[src/hw/rtl/grid_astar_path_search_assert.svh]
// Assertion macros for the grid path search block.
// Expects a clock named aclk and an active-low reset named aresetn in scope.
`ifndef GRID_ASTAR_PATH_SEARCH_ASSERT_SVH
`define GRID_ASTAR_PATH_SEARCH_ASSERT_SVH

// Check a property outside reset.
`define GASP_ASSERT(lbl, prop, msg) \
    lbl: assert property (@(posedge aclk) disable iff (!aresetn) prop) else $error(msg);

// Check a property on every edge, reset included.
`define GASP_ASSERT_ALWAYS(lbl, prop, msg) \
    lbl: assert property (@(posedge aclk) prop) else $error(msg);

`endif

[src/hw/rtl/gasp_ram.sv]
// Simple dual-port RAM: one write port, one read port, registered read data.
// No dependencies.
module gasp_ram #(
    parameter int W     = 2,
    parameter int DEPTH = 1024,
    parameter int AW    = 10
) (
    input  logic          aclk,
    input  logic          we,
    input  logic [AW-1:0] waddr,
    input  logic [W-1:0]  wdata,
    input  logic [AW-1:0] raddr,
    output logic [W-1:0]  rdata
);

    logic [W-1:0] ram_reg [DEPTH];
    logic [W-1:0] rdata_reg;

    always_ff @(posedge aclk) begin
        if (we) begin
            ram_reg[waddr] <= wdata;
        end
        rdata_reg <= ram_reg[raddr];
    end

    assign rdata = rdata_reg;

endmodule

[config.mk]
export PLATFORM = sky130hd
export DESIGN_NAME = gasp_ram
export DESIGN_NICKNAME = d
export VERILOG_FILES = /design/src/hw/rtl/grid_astar_path_search_assert.svh /design/src/hw/rtl/gasp_ram.sv
export SDC_FILE = /design/constraint.sdc
export NUM_CORES = 2
export LEC_CHECK = 0
export BUFFER_PORTS_ARGS = -buffer_cell sky130_fd_sc_hd__buf_2
export CAP_MARGIN = 25
export CORE_MARGIN = 10
export CORE_UTILIZATION = 35
export CTS_CLUSTER_DIAMETER = 200
export DETAILED_ROUTE_END_ITERATION = 16
export PLACE_DENSITY_LB_ADDON = 0.1
export RECOVER_POWER = 50
export SETUP_SLACK_MARGIN = 0.02
export SYNTH_ARGS = -nofsm -noshare
export SYNTH_HDL_FRONTEND = slang
export SYNTH_SLANG_ARGS = --single-unit
[constraint.sdc]
create_clock -name aclk -period 5.63 [get_ports aclk]
set_clock_uncertainty 0.2 [all_clocks]
set_input_delay 1.4075 -clock aclk [delete_from_list [all_inputs] [get_ports aclk]]
set_output_delay 1.4075 -clock aclk [all_outputs]
set_load 0.05 [all_outputs]
; Word level (Yosys, flattened, before mapping)
; Memories as Yosys holds them, arrays and structs flattened. A register that Yosys moved wholly into a read port is not among the register bits.
; Cells that the tools add are included.
[totals]
memories = 1
reg_bits = 0
input_bits = 24
ramBits = 2048
rom_bits = 0
latchBits = 0
[op_classes]
multipliers = 0
reduce_logical = 0
n_lt_le_gt_ge = 0
n_shift = 0
n_eq_ne = 0
div = 0
add_sub_neg = 0
n_bitwise = 0
n_mux = 2
[mem_list]
columns = name, depth, word_bits, read_ports, rd_ports_with_merged_regs, wr, line
row1 = ram_reg, 1024, 2, 1, 1, 1, gasp_ram.sv:16  ; logic [W-1:0] ram_reg [DEPTH];
[ops]
columns = op, count
row1 = $mux W1, 2

; Depth between registers and ports, before layout
[depth]
ltp_word = 2
mapped_depth = 15
ltp_nobuf = 8

; Worst setup path after synthesis
; Ideal clock, no wire load.
[synth_path]
path_kind = input to register
start = in raddr[0]
end = reg rdata_reg[1] (netlist: rdata[1]), read port of ram_reg
path_buffers = 5
setup_time_ns = 0.140
path_stages = 12
path_slack_ns = 1.661
arrival_time_ns = 3.630
path_cell_list = buf_6 buf_12 buf_8 buf_6 buf_6 mux4_2 a221oi_1 o21ai_0 nor3_1 o31ai_1 o31ai_1 nand4_1
[synth_lines]
columns = item, line
row1 = from (decl), gasp_ram.sv:12  ; input logic [AW-1:0] raddr,
row2 = to (decl), gasp_ram.sv:17  ; logic [W-1:0] rdata_reg;

; Worst setup path in the final report
[layout_path]
start = in wdata[0]
end = mem ram_reg[881][0] (data pin)
[layout_lines]
columns = item, line
row1 = from (decl), gasp_ram.sv:11  ; input logic [W-1:0] wdata,
row2 = to (decl), gasp_ram.sv:16
; Straight into the memory's write port.

==> impl_results.md <==
- Run status: finished with violations
- Failing checks: capacitance limit, slew limit
- Num Clock Sinks: 2050
- Final net count: 4923
- Final setup fails: 0
- Post-synthesis sequential area ratio: 73.5%
- R2R depth: 8
- Clk slew on worst S/H paths: 60 ps
- Rows: 179
- Max Fclk: 0.208 GHz
- VDD IR max: 0.362 mV
- Critical path arrival: 5070 ps
- Setup bufs post-CTS: 0
- Largest net degree at the start of global routing: 144
- Post-DR wirelength/cell: 32.4 um
- Final worst setup slack: 827 ps
- Vias in the first global route: 47300
- TritonCTS clock tree: done
- Worst-Skew Late Latency: 880 ps
- Leading area contributor after synthesis: edfxtp_1
- Prevailing post-synth register cell: edfxtp_1
- Post-DP Area: 0.0889 mm2
- Slew @ Worst Pin: 3180 ps
- PD cells: 342 mW/mm2
- Period Utilization, post-route: 85.3%
- Detail Route Antenna Nets: 0
- Post-route minimum period: 4800 ps
- Final instance area: 0.0958 mm2
- Number of iterations in the first detailed-routing pass: 5
- GRT Total Usage: 20.3%
- Crit Path Class: primary input to register
- Max-Cap Viols: 8
- CTS Buf Count: 222
- Area Overhead vs Synth: 14.4%
- Final Wtd Congestion: 0.763
- Die height: 509 um
- RSZ-0062 raised after global routing: no
- Hold path depth: 3
- Crit Path Max Fanout: 55
- DRT Wirelength: 268000 um
- Die Width: 509 um
- Post-synth EDFFs: 2048
- Netlist cell types: 66
- Pre-CTS setup slack: 111 ps
- # hold bufs at CTS: 0
- First-pass GRT wire length: 375000 um
- 1st-iter DRT viols: 4880
- Initial Util: 35.2%
- Critical Path Sink Type: register
- Max Buffers Root-to-Sink: 3
- Total number of vias: 45800
- Share of layout cells above drive strength 1: 21.3%
- Syn_nets: 4817
- Die area: 0.259 mm2
- Most common cell in the netlist: edfxtp_1
- Setup TNS: 0 ps
- Synth top area share: 73.4%
- Hold WC Path Type: primary input to register
- Final hold violation count: 0
- Post-synth design cell area: 0.0838 mm2
- Asr flop ratio synth: 0%
- DRC viols: 0
- Root Buffer: clkbuf_16
- Initial antenna violation count: 29
- CTS H-tree depth: 4
- Slew Viols, Final: 517
- Port buffer count: 25
- Cells after Synth: 4793
- Post-CTS resize count: 0
- Core box area: 0.238 mm2
- Mean post-synth cell area: 17.5 um2
- Top Ports: 26
- Cell leakage power: 0.0291 uW
- Register bit total from synthesis: 2050
- Grt total ovfl: 0
- Max-slew headroom: -112%
- Hpwl dp: 158000 um
- CP Launch Type: primary input
- Largest register FFs: 2048
- Top post-synthesis cells by area: edfxtp_1 73%, mux4_2 12%, nor2_1 4.7%
- Ys Warns: 0
- WP data required: 5900 ps
- Synth cell count leaders: 2048 x edfxtp_1, 1054 x nor2_1, 449 x mux4_2
- Routed vias/inst: 5.54
critical path: stages:
cell and delay (ps):
clkbuf_1 2190, buf_12 280, clkbuf_1 1060
power by group:
| part | leakage [uW] | switching [uW] | internal [uW] |
|---|---|---|---|
| Sequential | 0.0184 | 11.2 | 16800 |
| Combinational | 0.00719 | 1170 | 578 |
| Clock | 0.00345 | 6140 | 8110 |
metal layers:
metal	wire [um]	GRT usage [%]
met2	130000	33.5
met1	117000	28.9
met5	35	0
met3	15200	3.13
met4	4950	3.81
worst paths after layout:
| check | endpoint | slack [ps] | start |
|---|---|---|---|
| setup reg to reg | rdata[1]$_DFF_P_ | 2330 | ram_reg[391][1]$_DFFE_PP_ |
| hold / removal | ram_reg[831][1]$_DFFE_PP_ | 890 | waddr[4] |
| setup / recovery | ram_reg[881][0]$_DFFE_PP_ | 830 | wdata[0] |
| hold reg to reg | rdata[0]$_DFF_P_ | 990 | ram_reg[253][0]$_DFFE_PP_ |
cells in the final DEF, fill, tap and decap left out, types with 9 or more instances in the layout:
| master | count |
|---|---|
| buf_4 | 188 |
| o22ai_1 | 45 |
| o21ai_0 | 36 |
| a22o_1 | 13 |
| clkbuf_1 | 56 |
| a211oi_1 | 13 |
| mux4_2 | 449 |
| nand4_1 | 13 |
| a22oi_1 | 45 |
| buf_12 | 50 |
| nor2b_1 | 9 |
| nor2_1 | 1052 |
| clkinv_1 | 61 |
| a221oi_1 | 13 |
| nand2_1 | 90 |
| nand3_4 | 24 |
| edfxtp_1 | 2048 |
| clkbuf_16 | 224 |
| nand3_1 | 15 |
| bufinv_16 | 18 |
| nor4_1 | 9 |
| buf_2 | 18 |
| o221ai_1 | 82 |
| nor3_1 | 44 |
| clkinv_2 | 46 |
| mux2i_1 | 205 |
| a21oi_1 | 70 |
stage by stage:
stage / total power (uW) / hold WS, ps / utilization [%] / cells
after detailed placement: 18900 / 966 / 37.3 / 7842
after global placement: 18900 / 935 / 37.3 / 7838
final: 32800 / 890 / 40.3 / 8261
after floorplan: 18000 / 612 / - / 4793
after CTS: 33100 / 744 / 40.3 / 8256
after global routing: 33800 / 855 / 40.3 / 8259
final cells by class:
type / count / area (um2)
repair buffers: 278 / 2690
clock inverters: 145 / 1290
fillers: 21600 / 142000
inverters: 6 / 30.0
well taps: 3167 / 3960
clock buffers: 269 / 5770
multi-input cells: 2341 / 20500
diodes: 5 / 12.5
flip-flops and latches: 2050 / 61500
logic make-up (layout without fill, tap and decap cells):
logic type	Yosys count	after routing	share of synthesized area (%)
AO/OA/AOI/OAI	353	353	2.98
multiplexers	664	664	14.7
buffers and inverters	402	698	2.49
flip-flops	2050	2050	73.5
AND/OR/NAND/NOR	1324	1324	6.40
other	0	5	0
Note: power is estimated with default switching activity, not from simulation.
