$ cat src/hw/rtl/grid_astar_path_search_assert.svh
// Assertion macros for the grid path search block.
// Expects a clock named aclk and an active-low reset named aresetn in scope.
`ifndef GRID_ASTAR_PATH_SEARCH_ASSERT_SVH
`define GRID_ASTAR_PATH_SEARCH_ASSERT_SVH

// Check a property outside reset.
`define GASP_ASSERT(lbl, prop, msg) \
    lbl: assert property (@(posedge aclk) disable iff (!aresetn) prop) else $error(msg);

// Check a property on every edge, reset included.
`define GASP_ASSERT_ALWAYS(lbl, prop, msg) \
    lbl: assert property (@(posedge aclk) prop) else $error(msg);

`endif

$ cat src/hw/rtl/gasp_pkg.sv
// Shared constants, codes, types and helper functions for the grid path search.
// No dependencies.
package gasp_pkg;

    localparam int GRID_W_DEF = 32;
    localparam int GRID_H_DEF = 32;
    localparam int IN_CW      = 5;    // width of coordinate fields on the bus

    localparam logic [1:0] OP_WRITE  = 2'd0;
    localparam logic [1:0] OP_SEARCH = 2'd1;
    localparam logic [1:0] OP_POP    = 2'd2;

    localparam logic [1:0] ST_NEW    = 2'd0;
    localparam logic [1:0] ST_OPEN   = 2'd1;
    localparam logic [1:0] ST_CLOSED = 2'd2;

    localparam logic [1:0] DIR_LEFT  = 2'd0;
    localparam logic [1:0] DIR_RIGHT = 2'd1;
    localparam logic [1:0] DIR_UP    = 2'd2;
    localparam logic [1:0] DIR_DOWN  = 2'd3;

    localparam logic [15:0] LFSR_SEED = 16'hACE1;

    typedef struct packed {
        logic busy;
        logic done;
    } scan_rsp_t;

    // Fibonacci LFSR, taps 16,14,13,11, shifting right.
    function automatic logic [15:0] lfsr_step(input logic [15:0] l);
        logic fb;
        fb = l[0] ^ l[2] ^ l[3] ^ l[5];
        return {fb, l[15:1]};
    endfunction

    // Map two random bits to left, up, down, right.
    function automatic logic [1:0] rand_dir(input logic [1:0] r);
        logic [1:0] d;
        case (r)
            2'd0:    d = DIR_LEFT;
            2'd1:    d = DIR_UP;
            2'd2:    d = DIR_DOWN;
            default: d = DIR_RIGHT;
        endcase
        return d;
    endfunction

endpackage

$ cat src/hw/rtl/gasp_min_scan.sv
// Minimum search over the open list: walks from the front entry down to entry 0,
// one read per cycle, through a single shared comparator. Uses gasp_pkg.
module gasp_min_scan #(
    parameter int AW = 10,
    parameter int FW = 12
) (
    input  logic                aclk,
    input  logic                aresetn,
    input  logic                start,
    input  logic [AW-1:0]       last_idx,
    output logic [AW-1:0]       rd_addr,
    input  logic [FW-1:0]       rd_f,
    output gasp_pkg::scan_rsp_t rsp,
    output logic [AW-1:0]       best_idx
);

    logic          issue_reg, issue_next;
    logic [AW-1:0] idx_reg, idx_next;
    logic          cmp_reg, cmp_next;
    logic [AW-1:0] cmp_idx_reg, cmp_idx_next;
    logic          first_reg, first_next;
    logic [FW-1:0] best_f_reg, best_f_next;
    logic [AW-1:0] best_idx_reg, best_idx_next;
    logic          done_reg, done_next;

    always_comb begin
        issue_next    = issue_reg;
        idx_next      = idx_reg;
        first_next    = first_reg;
        best_f_next   = best_f_reg;
        best_idx_next = best_idx_reg;
        cmp_next      = issue_reg;
        cmp_idx_next  = idx_reg;
        done_next     = cmp_reg && (cmp_idx_reg == '0);

        // strict less-than keeps the first minimum seen from the front
        if (cmp_reg) begin
            if (first_reg || (rd_f < best_f_reg)) begin
                best_f_next   = rd_f;
                best_idx_next = cmp_idx_reg;
            end
            first_next = 1'b0;
        end

        if (start) begin
            issue_next = 1'b1;
            idx_next   = last_idx;
            first_next = 1'b1;
        end else if (issue_reg) begin
            if (idx_reg == '0) begin
                issue_next = 1'b0;
            end else begin
                idx_next = idx_reg - 1'b1;
            end
        end
    end

    always_ff @(posedge aclk) begin
        if (!aresetn) begin
            issue_reg <= 1'b0;
            cmp_reg   <= 1'b0;
            done_reg  <= 1'b0;
            first_reg <= 1'b0;
        end else begin
            issue_reg <= issue_next;
            cmp_reg   <= cmp_next;
            done_reg  <= done_next;
            first_reg <= first_next;
        end
        idx_reg      <= idx_next;
        cmp_idx_reg  <= cmp_idx_next;
        best_f_reg   <= best_f_next;
        best_idx_reg <= best_idx_next;
    end

    assign rd_addr  = idx_reg;
    assign best_idx = best_idx_reg;
    assign rsp.busy = issue_reg | cmp_reg;
    assign rsp.done = done_reg;

endmodule

$ cat config.mk
export PLATFORM = sky130hd
export DESIGN_NAME = gasp_min_scan
export DESIGN_NICKNAME = d
export VERILOG_FILES = /design/src/hw/rtl/grid_astar_path_search_assert.svh /design/src/hw/rtl/gasp_pkg.sv /design/src/hw/rtl/gasp_min_scan.sv
export SDC_FILE = /design/constraint.sdc
export NUM_CORES = 1
export LEC_CHECK = 0
export ABC_CLOCK_PERIOD_IN_PS = 3100
export BUFFER_PORTS_ARGS = -buffer_cell sky130_fd_sc_hd__buf_2
export CAP_MARGIN = 20
export CORE_MARGIN = 2
export CORE_UTILIZATION = 45
export DETAILED_ROUTE_END_ITERATION = 8
export GPL_ROUTABILITY_DRIVEN = 0
export PLACE_DENSITY = 0.72
export SYNTH_ARGS = -nofsm -noshare
export SYNTH_HDL_FRONTEND = slang
export SYNTH_SLANG_ARGS = --single-unit
export TNS_END_PERCENT = 50
$ cat constraint.sdc
create_clock -name aclk -period 3.1 [get_ports aclk]
set_input_delay 0 -clock aclk [delete_from_list [all_inputs] [get_ports aclk]]
set_output_delay 0 -clock aclk [all_outputs]
set_load 0.03 [all_outputs]
* Yosys cells after proc, flatten, opt, wreduce, memory -nomap -nowiden *
Index checks and enable logic that the tools add are counted.

word-level totals
  register bits after elaboration = 46
  input port bits = 25
  output and inout port bits = 22
  word-level logic and storage cells = 28

operators by class
  $add $sub $neg = 1
  order comparisons = 1
  eq/ne operators = 1
  muxes and demuxes = 8
  bitwise gates (word level) = 1
  reduce and logical (&&, ||, !) cells = 8

operators by type and width
  kind                     count
  $mux W10                 3
  $logic_not A10 Y1        2
  $lt A12 B12 Y1           1
  $sub A10 B1 Y10 const B  1
  $mux W1                  5
  $reduce_and A2 Y1        2
  $reduce_bool A2 Y1       2
  $ne A2 B2 Y1 const B     1
  $logic_and A1 B1 Y1      1
  $logic_or A1 B1 Y1       1
  $or A1 B1 Y1             1

* Depth between registers and ports, before layout *
  depth in word-level cells = 4
  mapped depth = 6
  gate-level depth less buffers = 6

* Worst setup path after synthesis *
Ideal clock, no wire load.

  path type = reg2reg
  start = register best_f_reg[1]
  end = register best_f_reg[0] (enable)
  library setup time = 442 ps
  arrival = 2917 ps
  data required time = 2658 ps
  slack = -260 ps
  cell stages (with the launch flop) = 6
  path buffers = 0
  period minus slack after synthesis = 3360 ps
  cell sequence = edfxtp_1 inv_1 ha_1 a2111oi_4 o21bai_1 a311oi_1

on the way
  cells in the longest elaborated chain, start to end = 3

RTL lines
  item                                line                 text
  from (decl)                         gasp_min_scan.sv:22  logic [FW-1:0] best_f_reg, best_f_next;
  from (signal assigned)              gasp_min_scan.sv:72  best_f_reg <= best_f_next;
  $lt A12 B12 Y1                      gasp_min_scan.sv:38  if (first_reg || (rd_f < best_f_reg)) begin
  $logic_or A1 B1 Y1                  gasp_min_scan.sv:38
  $reduce_and A2 Y1 (no source line)  n/a

No other way between the ends.
A chain may end at the register's enable or synchronous reset.

* Worst setup path after layout *
  start = input port rd_f[11]
  end = register best_f_reg[8] (enable)

on the way
  cells in the longest elaborated chain, start to end = 3

RTL lines
  item                                line                 text
  from (decl)                         gasp_min_scan.sv:12  input logic [FW-1:0] rd_f,
  $lt A12 B12 Y1                      gasp_min_scan.sv:38
  $logic_or A1 B1 Y1                  gasp_min_scan.sv:38
  $reduce_and A2 Y1 (no source line)  n/a

No other way between the ends.

==> flow_summary_export.csv <==
group,metric,value,unit
run_status,outcome,"completed",
clock_tree,clkSinkCount,46,
synth,syn_area_per_cell,13.3,um2
clock_tree,cts_setup_buffers,0,
layout,register_area,1240,um2
synth,syn-num-nets,182,
pwr,peakVddDrop,0.256,mV
sta,fin_skew,10.0,ps
sta,rsz0062_at_grt,"false",
die,initial_utilization,47.1,%
pwr,seqPwrFrac,58.2,%
pwr,p_int,0.958,mW
layout,drive_gt1_share,27.6,%
sta,slew_viol_final,0,
layout,fillCellCount,325,
setup_path,cp.required,3070,ps
die,ios,47,
die,fp.dieH,69.2,um
sta,period_needed,2090,ps
drt,drc,0,
synth,synth_top_area_share,50.3,%
hold_path,hold_class,"input port to flop",
setup_path,setup.worst_path.end_class,"flop",
synth,yosysTopAreaCell,"edfxtp_1",
setup_path,cp_max_fo,22,
global_route,grt_pass1_vias,1313,
clock_tree,cts_buffer_depth,2,
clock_tree,cts_buffers,5,
sta,final-setup-viol-count,0,
setup_path,r2r_start,"best_f_reg[11]",
layout,multi_input_comb_area,621,um2
global_route,grt_max_degree,23,
sta,tightest_slew,496,ps
placed_design,portBuffers,46,
clock_tree,cts_tree,"yes",
sta,finalCritPeriodShare,67.6,%
sta,holdWs,14.7,ps
setup_path,crit_slowest_cell,"dlygate4sd3_1",
die,row_count,23,
pwr,comb_power_share,15.5,%
setup_path,worstRegToRegCells,7,
drt,first_pass_iters,4,
setup_path,cp_num_buf_inv,3,
die,core_area,4060,um2
clock_tree,cts_max_level,2,
placed_design,dp_hpwl,2560,um
drt,drtIter0Drc,39,
setup_path,worstPathArrival,2070,ps
drt,vias_per_cell,4.90,
global_route,grt_pass1_wl,5660,um
drt,wl_per_cell,12.9,um
layout,antenna_cells,0,
global_route,antenna_found_initial,0,
drt,vias,1308,
global_route,gr-total-overflow,0,
setup_path,slowest_delay,530,ps
pwr,netSwitchingPower,0.333,mW
layout,area_delta_synth_final,31.2,%
global_route,grt_usage,14.9,%
synth,synthesis.area,1910,um2
clock_tree,cts_root_buffer,"clkbuf_8",
die,die_w,69.2,um
synth,yosys.cell_types.count,36,
clock_tree,cts_resized,0,
pwr,power_density,515,nW/um2
pwr,swShare,25.8,%
synth,synthCells,144,
layout,largest_reg_flops,12,
clock_tree,clock_latency,290,ps
sta,final_hold_viol_count,0,
flow_run,maxCapViolCount,0,
pwr,p_leak,1.05,nW
clock_tree,clk_pin_slew,80,ps
sta,relSlewSlack,66.7,%
sta,max_clock_freq,477,MHz
hold_path,min_to,"rd_addr[3]",
setup_path,path_delay_family,"buffers and inverters",
setup_path,rr_endpoint,"best_f_reg[8]",
drt,ant_nets,0,
die,dieArea,4790,um2
synth,synth_warnings,0,
synth,ys_ff_latch,46,
drt,wirelength,3450,um
synth,yosys-top-cells-area,"edfxtp_1, dfxtp_1, ha_1",
setup_path,worstSetupStartpointType,"input port",
setup_path,crit_chain,"dlygate4sd3_1 > buf_2 > ha_1 > nand4_1 > a211oi_1 > a211o_1 > a311oi_4 > buf_4",
setup_path,r2r_slack,1030,ps
sta,fin_setup_tns,0,ps
setup_path,crit_type,"input port to flop",
layout,nNetsFinal,254,
hold_path,hold_start,"last_idx[3]",
pwr,clkPwrFrac,26.2,%
hold_path,hold_depth,3,
synth,yosysSeqAreaShare,64.9,%
[Yosys cell counts (all sizes together)]
master   count
o21a         1
a211oi       1
buf          1
nor2         4
dfxtp       14
and3         1
inv         14
a211o        1
ha          13
nor4b        1
a2111oi      1
nand4        1
nand2       13
a311oi       1
nand3        3
nand3b       1
clkbuf       2
edfxtp      32
o21ai       11
xor2         6
a21o         1
xnor2        2
o21ba        1
o21bai       1
nor2b        1
and2         2
nand2b       2
nand4b       2
nor3         2
a21oi        4
nor4         3
or2          1
[power groups by stage]
stage | clock (mW) | combinational (mW) | sequential, mW
after floorplan | 0 | 0.0783 | 0.801
after global placement | 0 | 0.175 | 0.762
after detailed placement | 0 | 0.182 | 0.766
after CTS | 0.351 | 0.202 | 0.752
after global routing | 0.374 | 0.219 | 0.758
final | 0.339 | 0.201 | 0.752
[layout make-up]
| type | instances | share of cell area [%] |
|---|---|---|
| Clock buffer | 7 | 3.04 |
| Tap cell | 50 | 2.49 |
| Timing Repair Buffer | 68 | 17.9 |
| Multi-Input combinational cell | 81 | 24.7 |
| Sequential cell | 46 | 49.5 |
| Inverter | 14 | 2.09 |
| Clock inverter | 1 | 0.299 |
[how the worst max path moves through the flow]
stage                   startpoint        endpoint  slack, ps  cells after the start
floorplan            best_f_reg[9]   best_f_reg[0]        570                      6
global placement    best_f_reg[10]     best_idx[2]       1080                      7
detailed placement  best_f_reg[11]     best_idx[3]       1040                      7
CTS                       rd_f[11]  best_f_reg[10]       1000                      8
global route              rd_f[11]   best_f_reg[6]        930                      8
finish                    rd_f[11]   best_f_reg[8]       1010                      8
[kinds of logic (layout without fill, tap and decap cells)]
group | after synthesis | after routing | synth area share, %
xor+xnor | 8 | 8 | 3.67
fa+ha+maj | 13 | 13 | 8.51
simple gates | 37 | 37 | 11.0
flops | 46 | 46 | 64.9
compound gates | 23 | 23 | 8.38
buf+inv | 17 | 90 | 3.53
[metal layers]
metal / up-vias / global-route usage (%) / share of wire [%]
li1: 657 / - / -
met5: - / 0 / 0
met4: 0 / 3.27 / 0.78
met3: 4 / 4.80 / 5.0
met2: 39 / 25.3 / 50
met1: 608 / 18.5 / 44
[cells in the final DEF, fill, tap and decap left out, types with 2 or more instances in the layout]
master	Yosys	routed
buf_2	0	46
inv_1	14	14
nor2_1	4	4
a21oi_1	4	4
and2_1	2	2
nand4b_1	2	2
edfxtp_1	32	32
o21ai_0	10	10
xor2_1	6	6
nand3_1	3	3
xnor2_1	2	2
ha_1	13	13
nand2_1	13	13
dlygate4sd3_1	0	21
nor4_1	2	2
dfxtp_1	14	14
clkbuf_1	2	2
clkbuf_8	0	5
[metrics by stage]
step | total power [mW] | util (%) | cell area [um2] | setup WS [ps] | std cells
after floorplan | 0.879 | - | 1920 | 572 | 144
after global placement | 0.937 | 54.6 | 2210 | 1080 | 238
after detailed placement | 0.948 | 54.6 | 2210 | 1040 | 238
after CTS | 1.31 | 61.8 | 2510 | 1000 | 267
after global routing | 1.35 | 61.8 | 2510 | 929 | 267
final | 1.29 | 61.8 | 2510 | 1010 | 267
[worst register-to-register path: cells and delay by family, from the launching register on]
| family | cells | cell delay (ps) |
|---|---|---|
| buffers and inverters | 2 | 400 |
| adder cells (fa/ha/maj) | 1 | 240 |
| AND/OR/NAND/NOR | 1 | 120 |
| AO/OA/AOI/OAI | 3 | 640 |
| flip-flops | 1 | 360 |
[timing repair]
| item | 4_1_cts | 5_1_grt |
|---|---|---|
| hold endpoints to repair | 23 | 0 |
| endpoints found under the setup margin | 0 | 0 |
| hold buffers | 21 | 0 |
(Power assumes the default switching activity.)
